### config.mk
export PLATFORM = sky130hd
export DESIGN_NAME = uncertainty_propagation_accumulator_unit_flat
export DESIGN_NICKNAME = d
export VERILOG_FILES = /design/src/rtl/core/upa_pkg.sv /design/src/rtl/core/upa_if.sv /design/src/rtl/core/upa_mul.sv /design/src/rtl/core/upa_div.sv /design/src/rtl/core/upa_sqrt.sv /design/src/rtl/core/uncertainty_propagation_accumulator_unit.sv /design/src/flat_wrapper.sv
export SDC_FILE = /design/constraint.sdc
export NUM_CORES = 2
export LEC_CHECK = 0
export BUFFER_PORTS_ARGS = -buffer_cell sky130_fd_sc_hd__buf_2
export CELL_PAD_IN_SITES_DETAIL_PLACEMENT = 1
export CELL_PAD_IN_SITES_GLOBAL_PLACEMENT = 2
export CORE_MARGIN = 1.5
export CORE_UTILIZATION = 41
export CTS_CLUSTER_DIAMETER = 150
export DETAILED_ROUTE_END_ITERATION = 8
export MAX_ROUTING_LAYER = met4
export PLACE_DENSITY_LB_ADDON = 0.3
export SETUP_SLACK_MARGIN = 0.15
export SKIP_CTS_REPAIR_TIMING = 1
export SYNTH_ARGS = -nofsm -noshare
export SYNTH_HDL_FRONTEND = slang
export SYNTH_HIERARCHICAL = 1
export SYNTH_SLANG_ARGS = --single-unit
### constraint.sdc
create_clock -name clk -period 7.7 [get_ports clk]
set_clock_uncertainty 0.2 [all_clocks]
set_input_delay 0.77 -clock clk [delete_from_list [all_inputs] [get_ports clk]]
set_output_delay 0.77 -clock clk [all_outputs]
set_load 0.05 [all_outputs]
### src/rtl/core/upa_pkg.sv
// Shared constants and types for the uncertainty propagation accumulator.
// Used by the channel interfaces, the serial arithmetic units and the top level.
package upa_pkg;

  localparam int WORD_BITS = 32;
  localparam int FRAC_BITS = 16;
  localparam int SQ_BITS   = 64;
  localparam int ROOT_BITS = SQ_BITS / 2;
  localparam int MUL_BITS  = (WORD_BITS > ROOT_BITS) ? WORD_BITS : ROOT_BITS;
  localparam int PROD_BITS = 2 * MUL_BITS;
  localparam int QUOT_BITS = WORD_BITS + FRAC_BITS;

  typedef logic signed [WORD_BITS-1:0] word_t;
  typedef logic [WORD_BITS-1:0]        mag_t;
  typedef logic [WORD_BITS-2:0]        err_t;
  typedef logic [MUL_BITS-1:0]         mul_t;
  typedef logic [PROD_BITS-1:0]        prod_t;
  typedef logic [PROD_BITS:0]          wide_t;
  typedef logic [SQ_BITS-1:0]          sq_t;
  typedef logic [ROOT_BITS-1:0]        root_t;
  typedef logic [QUOT_BITS-1:0]        quot_t;

  typedef enum logic [1:0] {
    ST_OK   = 2'd0,
    ST_SAT  = 2'd1,
    ST_ZERO = 2'd2
  } status_t;

  typedef enum logic {
    MODE_SUM  = 1'b0,
    MODE_PROD = 1'b1
  } mode_t;

  localparam mag_t  POS_MAX = {1'b0, {(WORD_BITS-1){1'b1}}};
  localparam mag_t  NEG_MAX = {1'b1, {(WORD_BITS-1){1'b0}}};
  localparam word_t FIX_ONE = word_t'(1) << FRAC_BITS;
  localparam wide_t HALF_LSB = wide_t'(1) << (FRAC_BITS - 1);

endpackage

### src/rtl/core/upa_if.sv
// Valid/ready channel interfaces: input pairs, results, and the mode write port.
// Depends on upa_pkg for payload types.
interface upa_in_if;
  logic               valid;
  logic               ready;
  upa_pkg::word_t     value;
  upa_pkg::word_t     error;
  logic               last;
  modport source (output valid, value, error, last, input ready);
  modport sink (input valid, value, error, last, output ready);
endinterface

interface upa_out_if;
  logic               valid;
  logic               ready;
  upa_pkg::word_t     result_value;
  upa_pkg::err_t      result_error;
  upa_pkg::status_t   status;
  modport source (output valid, result_value, result_error, status, input ready);
  modport sink (input valid, result_value, result_error, status, output ready);
endinterface

interface upa_cfg_if;
  logic valid;
  logic ready;
  logic data;
  modport source (output valid, data, input ready);
  modport sink (input valid, data, output ready);
endinterface

### src/rtl/core/upa_mul.sv
// Bit-serial shift-add multiplier, one multiplier bit per cycle.
// Depends on upa_pkg.
module upa_mul (
  input  logic           clk,
  input  logic           rst,
  input  logic           start,
  input  upa_pkg::mul_t  a,
  input  upa_pkg::mul_t  b,
  output logic           done,
  output upa_pkg::prod_t product
);

  localparam int CW = $clog2(upa_pkg::MUL_BITS + 1);

  logic [CW-1:0]                count;
  logic                         busy;
  upa_pkg::mul_t                mcand;
  upa_pkg::prod_t               acc;
  logic [upa_pkg::MUL_BITS:0]   upper;

  assign upper = {1'b0, acc[upa_pkg::PROD_BITS-1:upa_pkg::MUL_BITS]}
               + (acc[0] ? {1'b0, mcand} : '0);

  always_ff @(posedge clk) begin
    if (rst) begin
      busy  <= 1'b0;
      done  <= 1'b0;
      count <= '0;
    end else begin
      done <= 1'b0;
      if (start) begin
        busy  <= 1'b1;
        count <= CW'(upa_pkg::MUL_BITS);
      end else if (busy) begin
        count <= count - 1'b1;
        if (count == CW'(1)) begin
          busy <= 1'b0;
          done <= 1'b1;
        end
      end
    end
  end

  always_ff @(posedge clk) begin
    if (start) begin
      mcand <= a;
      acc   <= upa_pkg::prod_t'(b);
    end else if (busy) begin
      acc <= {upper, acc[upa_pkg::MUL_BITS-1:1]};
    end
  end

  assign product = acc;

endmodule

### src/rtl/core/upa_div.sv
// Restoring divider, one quotient bit per cycle: floor(num * 2^FRAC_BITS / den).
// Depends on upa_pkg.
module upa_div (
  input  logic           clk,
  input  logic           rst,
  input  logic           start,
  input  upa_pkg::mag_t  num,
  input  upa_pkg::mag_t  den,
  output logic           done,
  output upa_pkg::quot_t quot
);

  localparam int CW = $clog2(upa_pkg::QUOT_BITS + 1);

  logic [CW-1:0]               count;
  logic                        busy;
  upa_pkg::mag_t               rem;
  upa_pkg::mag_t               dsr;
  upa_pkg::quot_t              dq;
  logic [upa_pkg::WORD_BITS:0] sh;
  logic [upa_pkg::WORD_BITS:0] diff;
  logic                        ge;

  assign sh   = {rem, dq[upa_pkg::QUOT_BITS-1]};
  assign ge   = sh >= {1'b0, dsr};
  assign diff = sh - {1'b0, dsr};

  always_ff @(posedge clk) begin
    if (rst) begin
      busy  <= 1'b0;
      done  <= 1'b0;
      count <= '0;
    end else begin
      done <= 1'b0;
      if (start) begin
        busy  <= 1'b1;
        count <= CW'(upa_pkg::QUOT_BITS);
      end else if (busy) begin
        count <= count - 1'b1;
        if (count == CW'(1)) begin
          busy <= 1'b0;
          done <= 1'b1;
        end
      end
    end
  end

  always_ff @(posedge clk) begin
    if (start) begin
      rem <= '0;
      dsr <= den;
      dq  <= {num, {upa_pkg::FRAC_BITS{1'b0}}};
    end else if (busy) begin
      rem <= ge ? diff[upa_pkg::WORD_BITS-1:0] : sh[upa_pkg::WORD_BITS-1:0];
      dq  <= {dq[upa_pkg::QUOT_BITS-2:0], ge};
    end
  end

  assign quot = dq;

endmodule

### src/rtl/core/upa_sqrt.sv
// Digit-by-digit integer square root, two radicand bits per cycle (floor).
// Depends on upa_pkg.
module upa_sqrt (
  input  logic           clk,
  input  logic           rst,
  input  logic           start,
  input  upa_pkg::sq_t   radicand,
  output logic           done,
  output upa_pkg::root_t root
);

  localparam int RB = upa_pkg::ROOT_BITS;
  localparam int CW = $clog2(RB + 1);

  logic [CW-1:0]  count;
  logic           busy;
  upa_pkg::sq_t   rad;
  upa_pkg::root_t rt;
  logic [RB+1:0]  rem;
  logic [RB+3:0]  sh;
  logic [RB+3:0]  trial;
  logic [RB+3:0]  diff;
  logic           ge;

  assign sh    = {rem, rad[upa_pkg::SQ_BITS-1:upa_pkg::SQ_BITS-2]};
  assign trial = {2'b00, rt, 2'b01};
  assign ge    = sh >= trial;
  assign diff  = sh - trial;

  always_ff @(posedge clk) begin
    if (rst) begin
      busy  <= 1'b0;
      done  <= 1'b0;
      count <= '0;
    end else begin
      done <= 1'b0;
      if (start) begin
        busy  <= 1'b1;
        count <= CW'(RB);
      end else if (busy) begin
        count <= count - 1'b1;
        if (count == CW'(1)) begin
          busy <= 1'b0;
          done <= 1'b1;
        end
      end
    end
  end

  always_ff @(posedge clk) begin
    if (start) begin
      rad <= radicand;
      rt  <= '0;
      rem <= '0;
    end else if (busy) begin
      rad <= rad << 2;
      rt  <= {rt[RB-2:0], ge};
      rem <= ge ? diff[RB+1:0] : sh[RB+1:0];
    end
  end

  assign root = rt;

endmodule

### src/rtl/core/uncertainty_propagation_accumulator_unit.sv
// Top level: sequencer, accumulators and result register of the uncertainty
// propagation accumulator. Depends on upa_pkg, upa_if, upa_mul, upa_div, upa_sqrt.
//
//   channel  dir  word                                       taken when
//   cfg      in   data (mode: 0 sum, 1 product)              valid & ready
//   item     in   value, error, last                         valid & ready
//   result   out  result_value, result_error, status         valid & ready
//
// One item at a time. Sum mode: one serial square per item. Product mode: serial
// product, serial division, serial square. A last word adds the serial root, plus
// a serial product in product mode. Reset is synchronous and takes effect at once.
// A waiting result holds off only the next last word; other words go on.
module uncertainty_propagation_accumulator_unit (
  input logic            clk,
  input logic            rst,
  upa_cfg_if.sink        cfg,
  upa_in_if.sink         item,
  upa_out_if.source      result
);

  localparam int W = upa_pkg::WORD_BITS;
  localparam int F = upa_pkg::FRAC_BITS;

  typedef enum logic [3:0] {
    S_IDLE,
    S_STEP,
    S_VMUL,
    S_DIV,
    S_SQMUL,
    S_RSTART,
    S_ROOT,
    S_EMUL,
    S_OUT
  } state_t;

  typedef logic [upa_pkg::QUOT_BITS+upa_pkg::ROOT_BITS-1:0] quot_ext_t;

  state_t           state;
  upa_pkg::mode_t   mode;
  upa_pkg::word_t   rv;
  upa_pkg::sq_t     square_sum;
  logic             sat_seen;
  logic             zero_seen;
  upa_pkg::word_t   v;
  upa_pkg::mag_t    va;
  upa_pkg::mag_t    ea;
  logic             last;
  upa_pkg::err_t    err;
  logic             err_sat;

  logic             res_valid;
  upa_pkg::word_t   res_value;
  upa_pkg::err_t    res_error;
  upa_pkg::status_t res_status;

  logic             mul_start, mul_done;
  upa_pkg::mul_t    mul_a, mul_b;
  upa_pkg::prod_t   mul_p;
  logic             div_start, div_done;
  upa_pkg::quot_t   quot;
  logic             sqrt_start, sqrt_done;
  upa_pkg::root_t   root;

  logic             cfg_take, item_take;
  upa_pkg::mag_t    rv_mag;
  logic             quot_big;
  logic             prod_neg;
  logic signed [W:0] sum_ext;
  logic             sum_ovf;
  upa_pkg::word_t   sum_next;
  upa_pkg::wide_t   scaled;
  upa_pkg::mag_t    v_limit;
  logic             v_sat;
  upa_pkg::mag_t    v_mag_next;
  upa_pkg::wide_t   sq_add;
  logic             sq_ovf;
  logic             root_sat;
  logic             emul_sat;

  function automatic upa_pkg::mag_t mag(upa_pkg::word_t x);
    return x[W-1] ? upa_pkg::mag_t'(-x) : upa_pkg::mag_t'(x);
  endfunction

  upa_mul u_mul (
    .clk     (clk),
    .rst     (rst),
    .start   (mul_start),
    .a       (mul_a),
    .b       (mul_b),
    .done    (mul_done),
    .product (mul_p)
  );

  upa_div u_div (
    .clk   (clk),
    .rst   (rst),
    .start (div_start),
    .num   (ea),
    .den   (va),
    .done  (div_done),
    .quot  (quot)
  );

  upa_sqrt u_sqrt (
    .clk      (clk),
    .rst      (rst),
    .start    (sqrt_start),
    .radicand (square_sum),
    .done     (sqrt_done),
    .root     (root)
  );

  assign cfg.ready  = (state == S_IDLE);
  assign item.ready = (state == S_IDLE) && !cfg.valid;
  assign cfg_take   = cfg.valid && cfg.ready;
  assign item_take  = item.valid && item.ready;

  assign result.valid        = res_valid;
  assign result.result_value = res_value;
  assign result.result_error = res_error;
  assign result.status       = res_status;

  assign rv_mag   = mag(rv);
  assign quot_big = (quot_ext_t'(quot) >> upa_pkg::ROOT_BITS) != '0;
  assign prod_neg = rv[W-1] != v[W-1];

  // sum mode running value, saturating
  assign sum_ext  = {rv[W-1], rv} + {v[W-1], v};
  assign sum_ovf  = sum_ext[W] != sum_ext[W-1];
  assign sum_next = sum_ovf ? (sum_ext[W] ? upa_pkg::word_t'(upa_pkg::NEG_MAX)
                                          : upa_pkg::word_t'(upa_pkg::POS_MAX))
                            : sum_ext[W-1:0];

  // rounded Q-scaled product, half away from zero on the magnitude
  assign scaled     = (upa_pkg::wide_t'(mul_p) + upa_pkg::HALF_LSB) >> F;
  assign v_limit    = prod_neg ? upa_pkg::NEG_MAX : upa_pkg::POS_MAX;
  assign v_sat      = scaled > upa_pkg::wide_t'(v_limit);
  assign v_mag_next = v_sat ? v_limit : upa_pkg::mag_t'(scaled);
  assign emul_sat   = scaled > upa_pkg::wide_t'(upa_pkg::POS_MAX);

  assign sq_add = upa_pkg::wide_t'(mul_p) + upa_pkg::wide_t'(square_sum);
  assign sq_ovf = (sq_add >> upa_pkg::SQ_BITS) != '0;

  assign root_sat = upa_pkg::mul_t'(root) > upa_pkg::mul_t'(upa_pkg::POS_MAX);

  always_comb begin
    mul_start = 1'b0;
    mul_a     = '0;
    mul_b     = '0;
    case (state)
      S_STEP: begin
        mul_start = 1'b1;
        if (mode == upa_pkg::MODE_SUM) begin
          mul_a = upa_pkg::mul_t'(ea);
          mul_b = upa_pkg::mul_t'(ea);
        end else begin
          mul_a = upa_pkg::mul_t'(rv_mag);
          mul_b = upa_pkg::mul_t'(va);
        end
      end
      S_DIV: begin
        mul_start = div_done && !quot_big;
        mul_a     = upa_pkg::mul_t'(upa_pkg::root_t'(quot));
        mul_b     = upa_pkg::mul_t'(upa_pkg::root_t'(quot));
      end
      S_ROOT: begin
        mul_start = sqrt_done && (mode == upa_pkg::MODE_PROD);
        mul_a     = upa_pkg::mul_t'(root);
        mul_b     = upa_pkg::mul_t'(rv_mag);
      end
      default: begin
        mul_start = 1'b0;
      end
    endcase
  end

  assign div_start  = (state == S_VMUL) && mul_done && (va != '0);
  assign sqrt_start = (state == S_RSTART);

  always_ff @(posedge clk) begin
    if (rst) begin
      state      <= S_IDLE;
      mode       <= upa_pkg::MODE_SUM;
      rv         <= '0;
      square_sum <= '0;
      sat_seen   <= 1'b0;
      zero_seen  <= 1'b0;
      err_sat    <= 1'b0;
      res_valid  <= 1'b0;
    end else begin
      if (res_valid && result.ready && state != S_OUT) begin
        res_valid <= 1'b0;
      end
      case (state)
        S_IDLE: begin
          if (cfg_take) begin
            mode       <= upa_pkg::mode_t'(cfg.data);
            rv         <= cfg.data ? upa_pkg::FIX_ONE : '0;
            square_sum <= '0;
            sat_seen   <= 1'b0;
            zero_seen  <= 1'b0;
          end else if (item_take) begin
            state <= S_STEP;
          end
        end
        S_STEP: begin
          if (mode == upa_pkg::MODE_SUM) begin
            rv <= sum_next;
            if (sum_ovf) begin
              sat_seen <= 1'b1;
            end
            state <= S_SQMUL;
          end else begin
            state <= S_VMUL;
          end
        end
        S_VMUL: begin
          if (mul_done) begin
            rv <= prod_neg ? upa_pkg::word_t'(-v_mag_next) : upa_pkg::word_t'(v_mag_next);
            if (v_sat) begin
              sat_seen <= 1'b1;
            end
            if (va == '0) begin
              zero_seen <= 1'b1;
              state     <= last ? S_RSTART : S_IDLE;
            end else begin
              state <= S_DIV;
            end
          end
        end
        S_DIV: begin
          if (div_done) begin
            if (quot_big) begin
              square_sum <= '1;
              sat_seen   <= 1'b1;
              state      <= last ? S_RSTART : S_IDLE;
            end else begin
              state <= S_SQMUL;
            end
          end
        end
        S_SQMUL: begin
          if (mul_done) begin
            square_sum <= sq_ovf ? '1 : upa_pkg::sq_t'(sq_add);
            if (sq_ovf) begin
              sat_seen <= 1'b1;
            end
            state <= last ? S_RSTART : S_IDLE;
          end
        end
        S_RSTART: begin
          state <= S_ROOT;
        end
        S_ROOT: begin
          if (sqrt_done) begin
            if (mode == upa_pkg::MODE_SUM) begin
              err     <= root_sat ? upa_pkg::err_t'(upa_pkg::POS_MAX)
                                  : upa_pkg::err_t'(root);
              err_sat <= root_sat;
              state   <= S_OUT;
            end else begin
              state <= S_EMUL;
            end
          end
        end
        S_EMUL: begin
          if (mul_done) begin
            err     <= emul_sat ? upa_pkg::err_t'(upa_pkg::POS_MAX)
                                : upa_pkg::err_t'(scaled);
            err_sat <= emul_sat;
            state   <= S_OUT;
          end
        end
        S_OUT: begin
          if (!res_valid || result.ready) begin
            res_valid  <= 1'b1;
            res_value  <= rv;
            res_error  <= err;
            res_status <= zero_seen ? upa_pkg::ST_ZERO
                        : (sat_seen || err_sat) ? upa_pkg::ST_SAT : upa_pkg::ST_OK;
            rv         <= (mode == upa_pkg::MODE_PROD) ? upa_pkg::FIX_ONE : '0;
            square_sum <= '0;
            sat_seen   <= 1'b0;
            zero_seen  <= 1'b0;
            err_sat    <= 1'b0;
            state      <= S_IDLE;
          end
        end
        default: begin
          state <= S_IDLE;
        end
      endcase
    end
  end

  always_ff @(posedge clk) begin
    if (item_take) begin
      v    <= item.value;
      va   <= mag(item.value);
      ea   <= mag(item.error);
      last <= item.last;
    end
  end

endmodule

### src/flat_wrapper.sv
// flat-port wrapper written by rule: the top's interface ports become plain ports
module uncertainty_propagation_accumulator_unit_flat 
  (clk, rst, cfg_valid, cfg_data, cfg_ready, item_valid, item_value, item_error, item_last, item_ready, result_valid, result_result_value, result_result_error, result_status, result_ready);
  upa_cfg_if cfg_i ();
  upa_in_if item_i ();
  upa_out_if result_i ();
  input logic clk;
  input logic rst;
  input wire logic [$bits(cfg_i.valid)-1:0] cfg_valid;
  input wire logic [$bits(cfg_i.data)-1:0] cfg_data;
  output wire logic [$bits(cfg_i.ready)-1:0] cfg_ready;
  input wire logic [$bits(item_i.valid)-1:0] item_valid;
  input wire logic [$bits(item_i.value)-1:0] item_value;
  input wire logic [$bits(item_i.error)-1:0] item_error;
  input wire logic [$bits(item_i.last)-1:0] item_last;
  output wire logic [$bits(item_i.ready)-1:0] item_ready;
  output wire logic [$bits(result_i.valid)-1:0] result_valid;
  output wire logic [$bits(result_i.result_value)-1:0] result_result_value;
  output wire logic [$bits(result_i.result_error)-1:0] result_result_error;
  output wire logic [$bits(result_i.status)-1:0] result_status;
  input wire logic [$bits(result_i.ready)-1:0] result_ready;
  assign cfg_i.valid = cfg_valid;
  assign cfg_i.data = cfg_data;
  assign cfg_ready = cfg_i.ready;
  assign item_i.valid = item_valid;
  assign item_i.value = item_value;
  assign item_i.error = item_error;
  assign item_i.last = item_last;
  assign item_ready = item_i.ready;
  assign result_valid = result_i.valid;
  assign result_result_value = result_i.result_value;
  assign result_result_error = result_i.result_error;
  assign result_status = result_i.status;
  assign result_i.ready = result_ready;
  uncertainty_propagation_accumulator_unit u_core (.clk(clk), .rst(rst), .cfg(cfg_i), .item(item_i), .result(result_i));
endmodule
=== Word level (Yosys, flattened, before mapping) ===
Index checks and enable logic that the tools add are counted.

* Output and inout port bits: 68
* Input bits: 71
* Register bits: 660

* Reductions and logical operators: 42
* Add/subtract/negate cells: 13
* $lt $le $gt $ge: 5
* Mux-type cells: 96
* Bitwise operators: 4
* Equality and inequality tests: 30

{| class="wikitable"
|+ Operator list
! kind !! count
|-
| $mux W32 || 16
|-
| $mux W64 || 8
|-
| $pmux W64 S4 || 1
|-
| $mux W31 || 7
|-
| $pmux W32 S3 || 2
|-
| $neg A32 Y32 || 4
|-
| $pmux W32 S4 || 1
|-
| $mux W48 || 2
|-
| $reduce_bool A80 Y1 || 1
|-
| $add A32 B32 Y33 || 2
|-
| $add A64 B16 Y65 const B || 1
|-
| $add A64 B64 Y65 || 1
|-
| $pmux W31 S2 || 1
|-
| $gt A49 B31 Y1 const B || 1
|-
| $gt A49 B32 Y1 || 1
|-
| $mux W4 || 11
|-
| $ge A36 B34 Y1 || 1
|-
| $mux W6 || 6
|-
| $pmux W4 S9 || 1
|-
| $mux W17 || 2
|-
| $mux W34 || 1
|-
| $sub A34 B34 Y34 || 1
|-
| $ge A33 B32 Y1 || 1
|-
| $gt A32 B31 Y1 const B || 1
|-
| 34 further kinds || 116
|}

=== Logic depth before layout (Yosys ltp) ===
* Depth after elaboration: 8
* Mapped depth: 27
* Mapped depth without buffers: 25

=== By module ===
The synthesis kept the hierarchy.

{| class="wikitable"
|+ Modules (own cells, without submodules)
! module !! sequential area each (µm²) !! cells each !! times used !! area each (µm²)
|-
| uncertainty_propagation_accumulator_unit || 7867.5 || 2597 || 1 || 22117.5
|-
| upa_sqrt || 3403.3 || 756 || 1 || 7711.1
|-
| upa_div || 3042.9 || 639 || 1 || 6457.4
|-
| upa_mul || 2722.6 || 544 || 1 || 5645.4
|}

=== Least setup slack after synthesis ===
Ideal clock, no wire load.

* Kind: input to register
* Start point: in rst
* End point: reg u_core.res_error[0], in the netlist u_core/result.result_error[0], enable pin
* Arrival: 5.963 ns
* Buffers on the path: 2
* Data required time: 6.918 ns
* Cell stages on the path: 3
* Slack: 0.955 ns
* Cells stage by stage: clkbuf_1 > clkbuf_1 > nor3b_1

* Longest elaborated chain between the ends: 2

{| class="wikitable"
|+ RTL lines
! what !! line !! source
|-
| start: declaration || flat_wrapper.sv:8 || <nowiki>input logic rst;</nowiki>
|-
| $not A1 Y1 (no source line) || n/a ||
|-
| $reduce_and A3 Y1 (no source line) || n/a ||
|-
| end signal: assignment || uncertainty_propagation_accumulator_unit.sv:278 || <nowiki>res_error <= err;</nowiki>
|-
| end: declaration || uncertainty_propagation_accumulator_unit.sv:53 || <nowiki>upa_pkg::err_t res_error;</nowiki>
|}

No other way between the ends.
A chain may end at the register's enable or synchronous reset.

=== Worst setup path in the final report ===
* Start point: reg u_core.u_mul.acc[15], in the netlist u_core/u_mul/product[15]
* End point: reg u_core.rv[26]

* Longest elaborated chain between the ends: 7

{| class="wikitable"
|+ RTL lines
! what !! line !! source
|-
| start: declaration || upa_mul.sv:18 || <nowiki>upa_pkg::prod_t acc;</nowiki>
|-
| start signal: assignment || upa_mul.sv:47 || <nowiki>acc <= upa_pkg::prod_t'(b);</nowiki>
|-
| start signal: assignment || upa_mul.sv:49 || <nowiki>acc <= {upper, acc[upa_pkg::MUL_BITS-1:1]};</nowiki>
|-
| $add A64 B16 Y65 (*) || uncertainty_propagation_accumulator_unit.sv:135 || <nowiki>assign scaled = (upa_pkg::wide_t'(mul_p) + upa_pkg::HALF_LSB) >> F;</nowiki>
|-
| $gt A49 B32 Y1 || uncertainty_propagation_accumulator_unit.sv:137 || <nowiki>assign v_sat = scaled > upa_pkg::wide_t'(v_limit);</nowiki>
|-
| $mux W32 (*) || uncertainty_propagation_accumulator_unit.sv:138 || <nowiki>assign v_mag_next = v_sat ? v_limit : upa_pkg::mag_t'(scaled);</nowiki>
|-
| $neg A32 Y32 || uncertainty_propagation_accumulator_unit.sv:219 || <nowiki>rv <= prod_neg ? upa_pkg::word_t'(-v_mag_next) : upa_pkg::word_t'(v_mag_next);</nowiki>
|-
| $mux W32 (*) || uncertainty_propagation_accumulator_unit.sv:219 ||
|-
| $mux W32 (*) || uncertainty_propagation_accumulator_unit.sv:218 || <nowiki>if (mul_done) begin</nowiki>
|-
| $pmux W32 S4 (*) || uncertainty_propagation_accumulator_unit.sv:194 || <nowiki>case (state)</nowiki>
|-
| end signal: assignment || uncertainty_propagation_accumulator_unit.sv:198 || <nowiki>rv <= cfg.data ? upa_pkg::FIX_ONE : '0;</nowiki>
|-
| end signal: assignment || uncertainty_propagation_accumulator_unit.sv:208 || <nowiki>rv <= sum_next;</nowiki>
|-
| end signal: assignment || uncertainty_propagation_accumulator_unit.sv:219 ||
|-
| end: declaration || uncertainty_propagation_accumulator_unit.sv:40 || <nowiki>upa_pkg::word_t rv;</nowiki>
|}

Every way passes the cells marked *; elsewhere a longest branch is shown, timed or not. The select of a mux whose other input is x is not followed.

==> flow_metrics.env <==
export IMPL_hold_viol=0
export IMPL_muxShareOfSynthArea_pct=5.455
export IMPL_crit_path_frequent_cell="ha_1"
export IMPL_syn_nets=4848
export IMPL_dp_hpwl_um=124400
export IMPL_synthFlopType="edfxtp_1"
export IMPL_ys_ff_latch=659
export IMPL_cap_violations=0
export IMPL_antenna_found_initial=11
export IMPL_cp_start_kind="register"
export IMPL_whs_ns=0.07388
export IMPL_power_density_mw_per_mm2=352.9
export IMPL_cts_made_buffers=81
export IMPL_grt_use_total_pct=31.67
export IMPL_netlist_area_mm2=0.04193
export IMPL_synthArstFlopShare_pct=0
export IMPL_ioPinCount=139
export IMPL_multi_input_area_mm2=0.02335
export IMPL_seq_area_mm2=0.01704
export IMPL_grt_max_degree=79
export IMPL_vias_per_cell=6.065
export IMPL_die_y_um=322.8
export IMPL_rows=117
export IMPL_slew_headroom_pct=27.51
export IMPL_vdd_drop_max_mv=0.2065
export IMPL_rsz0062_at_grt="false"
export IMPL_crit_path_end_kind="register"
export IMPL_worstMarginPinSlew_ns=1.072
export IMPL_final_cell_count_no_fill=6046
export IMPL_drt_iter0_markers=3316
export IMPL_start_util_pct=41.27
export IMPL_htreeDepth=3
export IMPL_synth_edff_count=384
export IMPL_synth_warnings=6
export IMPL_place_ws_ns=1.015
export IMPL_dpl_cell_count=5892
export IMPL_cts_tree="done"
export IMPL_slowest_delay_ns=0.66
export IMPL_placed_cell_area_mm2=0.04402
export IMPL_antenna_left=0
export IMPL_synthXorXnorAreaFrac_pct=6.057
export IMPL_required_ns=8.01
export IMPL_run_status="finished clean"
export IMPL_place_gp_congestion=0.9639
export IMPL_hp_class="primary input to register"
export IMPL_crit_type="register to register"
export IMPL_path_clk_slew_ns=0.06
export IMPL_layout_worst_path_cycle_share_pct=89.35
export IMPL_yosysSeqAreaShare_pct=40.63
export IMPL_fin_crit_ns=6.880
export IMPL_synth_adder_area_share_pct=7.263
export IMPL_cp_top_family="simple AND/OR/NAND/NOR gates"
export IMPL_areaGrowthSynthToFinish_pct=11.67
export IMPL_grt_first_pass_wirelength_um=239800
export IMPL_synth_compound_area_share_pct=20.38
export IMPL_drt_wl_total_um=161800
export IMPL_die_area_mm2=0.1042
export IMPL_clk_latency_ns=0.68
export IMPL_nets=4919
export IMPL_synth_cells=4536
export IMPL_drt_pass1_iter_count=5
export IMPL_setup_viol=0
export IMPL_n_fill_cell=11723
export IMPL_via_count=36669
export IMPL_cts_sinks=659
export IMPL_syn_area_per_cell_um2=9.244
export IMPL_grt_remaining_overflow=0
export IMPL_drv_slew=0
export IMPL_synth_top_family_by_area="compound AO/OA/AOI/OAI gates"
export IMPL_max_freq_ghz=0.1453
export IMPL_power_leakage_nw=17.68
export IMPL_die_x_um=322.8
export IMPL_wl_per_cell_um=26.76
export IMPL_worstPathMaxFanout=22
export IMPL_grt_pass1_vias=36291
export IMPL_crit_buf_inv=2
export IMPL_critPathSlowestCell="or4_4"
export IMPL_port_buffers=138
export IMPL_layout_setup_ws_ns=0.8199
export IMPL_drc=0
export IMPL_finalSetupTns_ns=0
export IMPL_fin_area_mm2=0.04682
export IMPL_post_route_cells_drive_above_1_share_pct=11.19
export IMPL_arrival_ns=7.19
export IMPL_coreArea_mm2=0.1016
export IMPL_clk_path_buf_depth=3
export IMPL_yosys_area_share_simple_pct=16.33
export IMPL_synth_cell_types=111
export IMPL_cts_root_buf="clkbuf_16"
==> kinds of logic after synthesis <==
kind of cell               after synthesis
adders and majority gates              241
buffers and inverters                  404
DFF                                    659
xor gates and xnor gates               290
and+or+nand+nor                       1440
muxes                                  216
AOI/OAI and AO/OA                     1286
==> flip-flops by register name, indices dropped and copies added, names as in the netlist, 2 cells and up <==
signal / count
u_core/square_sum: 64
u_core/u_mul/product: 64
u_core/u_sqrt/rad: 64
u_core/u_div/quot: 48
u_core/u_sqrt/rem: 34
u_core/ea: 32
u_core/result.result_value: 32
u_core/rv: 32
u_core/u_div/dsr: 32
u_core/u_div/rem: 32
u_core/u_mul/mcand: 32
u_core/u_sqrt/root: 32
u_core/v: 32
u_core/err: 31
u_core/result.result_error: 31
u_core/va: 31
u_core/u_div/count: 6
u_core/u_mul/count: 6
u_core/u_sqrt/count: 6
u_core/state: 4
u_core/result.status: 2
==> per-stage QoR <==
step | power [mW] | util [%]
2_1_floorplan | 9.989 | -
3_3_place_gp | 12.29 | 43.33
3_5_place_dp | 12.39 | 43.33
4_1_cts | 16.49 | 46.08
5_1_grt | 17.42 | 46.08
6_report | 16.53 | 46.09
==> final timing paths <==
| check | startpoint | to | slack [ns] | depth (start not counted) |
|---|---|---|---|---|
| max | u_core/u_mul/product[15] | u_core/rv[26] | 0.82 | 25 |
| min | item_last | u_core/last | 0.07 | 1 |
| max reg2reg | u_core/u_mul/product[15] | u_core/rv[26] | 0.82 | 25 |
| min reg2reg | u_core/err[16] | u_core/result.result_error[16] | 0.22 | 0 |
==> worst reg2reg max path, delay by kind of cell, from the launching register on <==
| family | cells | cell delay [ns] |
|---|---|---|
| AOI/OAI and AO/OA | 10 | 1.57 |
| DFF | 1 | 0.48 |
| adders and majority gates | 3 | 0.87 |
| buffers and inverters | 2 | 0.39 |
| xor gates and xnor gates | 1 | 0.43 |
| and+or+nand+nor | 9 | 2.80 |
==> cell type report <==
cell class | count | share of cell area [%]
Sequential cell | 659 | 36.40
Clock buffer | 111 | 4.941
Timing Repair Buffer | 210 | 2.635
Inverter | 182 | 1.464
Tap cell | 1368 | 3.655
Clock inverter | 40 | 1.034
Antenna cell | 3 | 0.01603
Multi-Input combinational cell | 3473 | 49.86
==> per-layer routing <==
layer | share of wire (%) | track usage, % | wire [um]
met4 | 3.4 | 10.84 | 5573
met3 | 6.0 | 4.244 | 9663
met2 | 45 | 49.01 | 73430
met1 | 45 | 42.51 | 73100
met5 | 0 | - | 0
==> cells in the mapped netlist, types with 18 or more instances <==
cell / count / share of area (%)
a211oi_1: 78 / 1.4
a21o_1: 72 / 1.3
a21oi_1: 338 / 4.0
a22o_1: 35 / 0.73
a22oi_1: 22 / 0.39
a31oi_1: 34 / 0.51
and2_1: 54 / 0.81
and3_1: 35 / 0.52
buf_1: 30 / 0.27
buf_2: 21 / 0.25
clkbuf_1: 151 / 1.4
dfxtp_1: 275 / 13
edfxtp_1: 384 / 27
ha_1: 237 / 7.1
inv_1: 179 / 1.6
mux2_2: 96 / 2.6
mux2i_1: 119 / 2.8
nand2_1: 490 / 4.4
nand2b_1: 41 / 0.61
nand3_1: 123 / 1.5
nand4_1: 67 / 1.0
nor2_1: 353 / 3.2
nor2b_1: 31 / 0.46
nor3_1: 74 / 0.88
nor4_1: 47 / 0.70
o211ai_1: 90 / 1.6
o21a_1: 33 / 0.59
o21ai_0: 263 / 3.1
o21ai_1: 27 / 0.32
o21bai_1: 30 / 0.54
o221ai_1: 25 / 0.52
o31ai_1: 47 / 0.84
o41ai_1: 18 / 0.38
or3_1: 27 / 0.40
or4_1: 21 / 0.38
xnor2_1: 176 / 3.7
xor2_1: 114 / 2.4
==> layout by cell type (no fill, tap or decap), drive strengths merged, types with 18 or more instances in the layout <==
cell    count
a21o       72
o21bai     30
a22o       35
or3        28
o211ai     91
xor2      114
and2       54
mux2       97
o31ai      50
nand2     493
xnor2     176
and3       35
dfxtp     275
nor2b      31
mux2i     119
a22oi      22
buf       210
nand2b     41
or4        22
a211oi     80
o21a       33
o41ai      18
o21ai     294
a21oi     341
nand3     125
nor2      354
clkinv     26
o221ai     25
a31oi      35
inv       182
nand4      70
ha        237
nor3       74
clkbuf    111
edfxtp    384
nor4       48
==> power by group <==
| part | switching (mW) | total [mW] | leakage [nW] | internal [mW] |
|---|---|---|---|---|
| registers | 0.832 | 5.27 | 5.78 | 4.44 |
| logic | 4.64 | 7.22 | 10.5 | 2.58 |
| clock network | 1.64 | 4.03 | 1.36 | 2.39 |
Note: power is estimated with default switching activity, not from simulation.
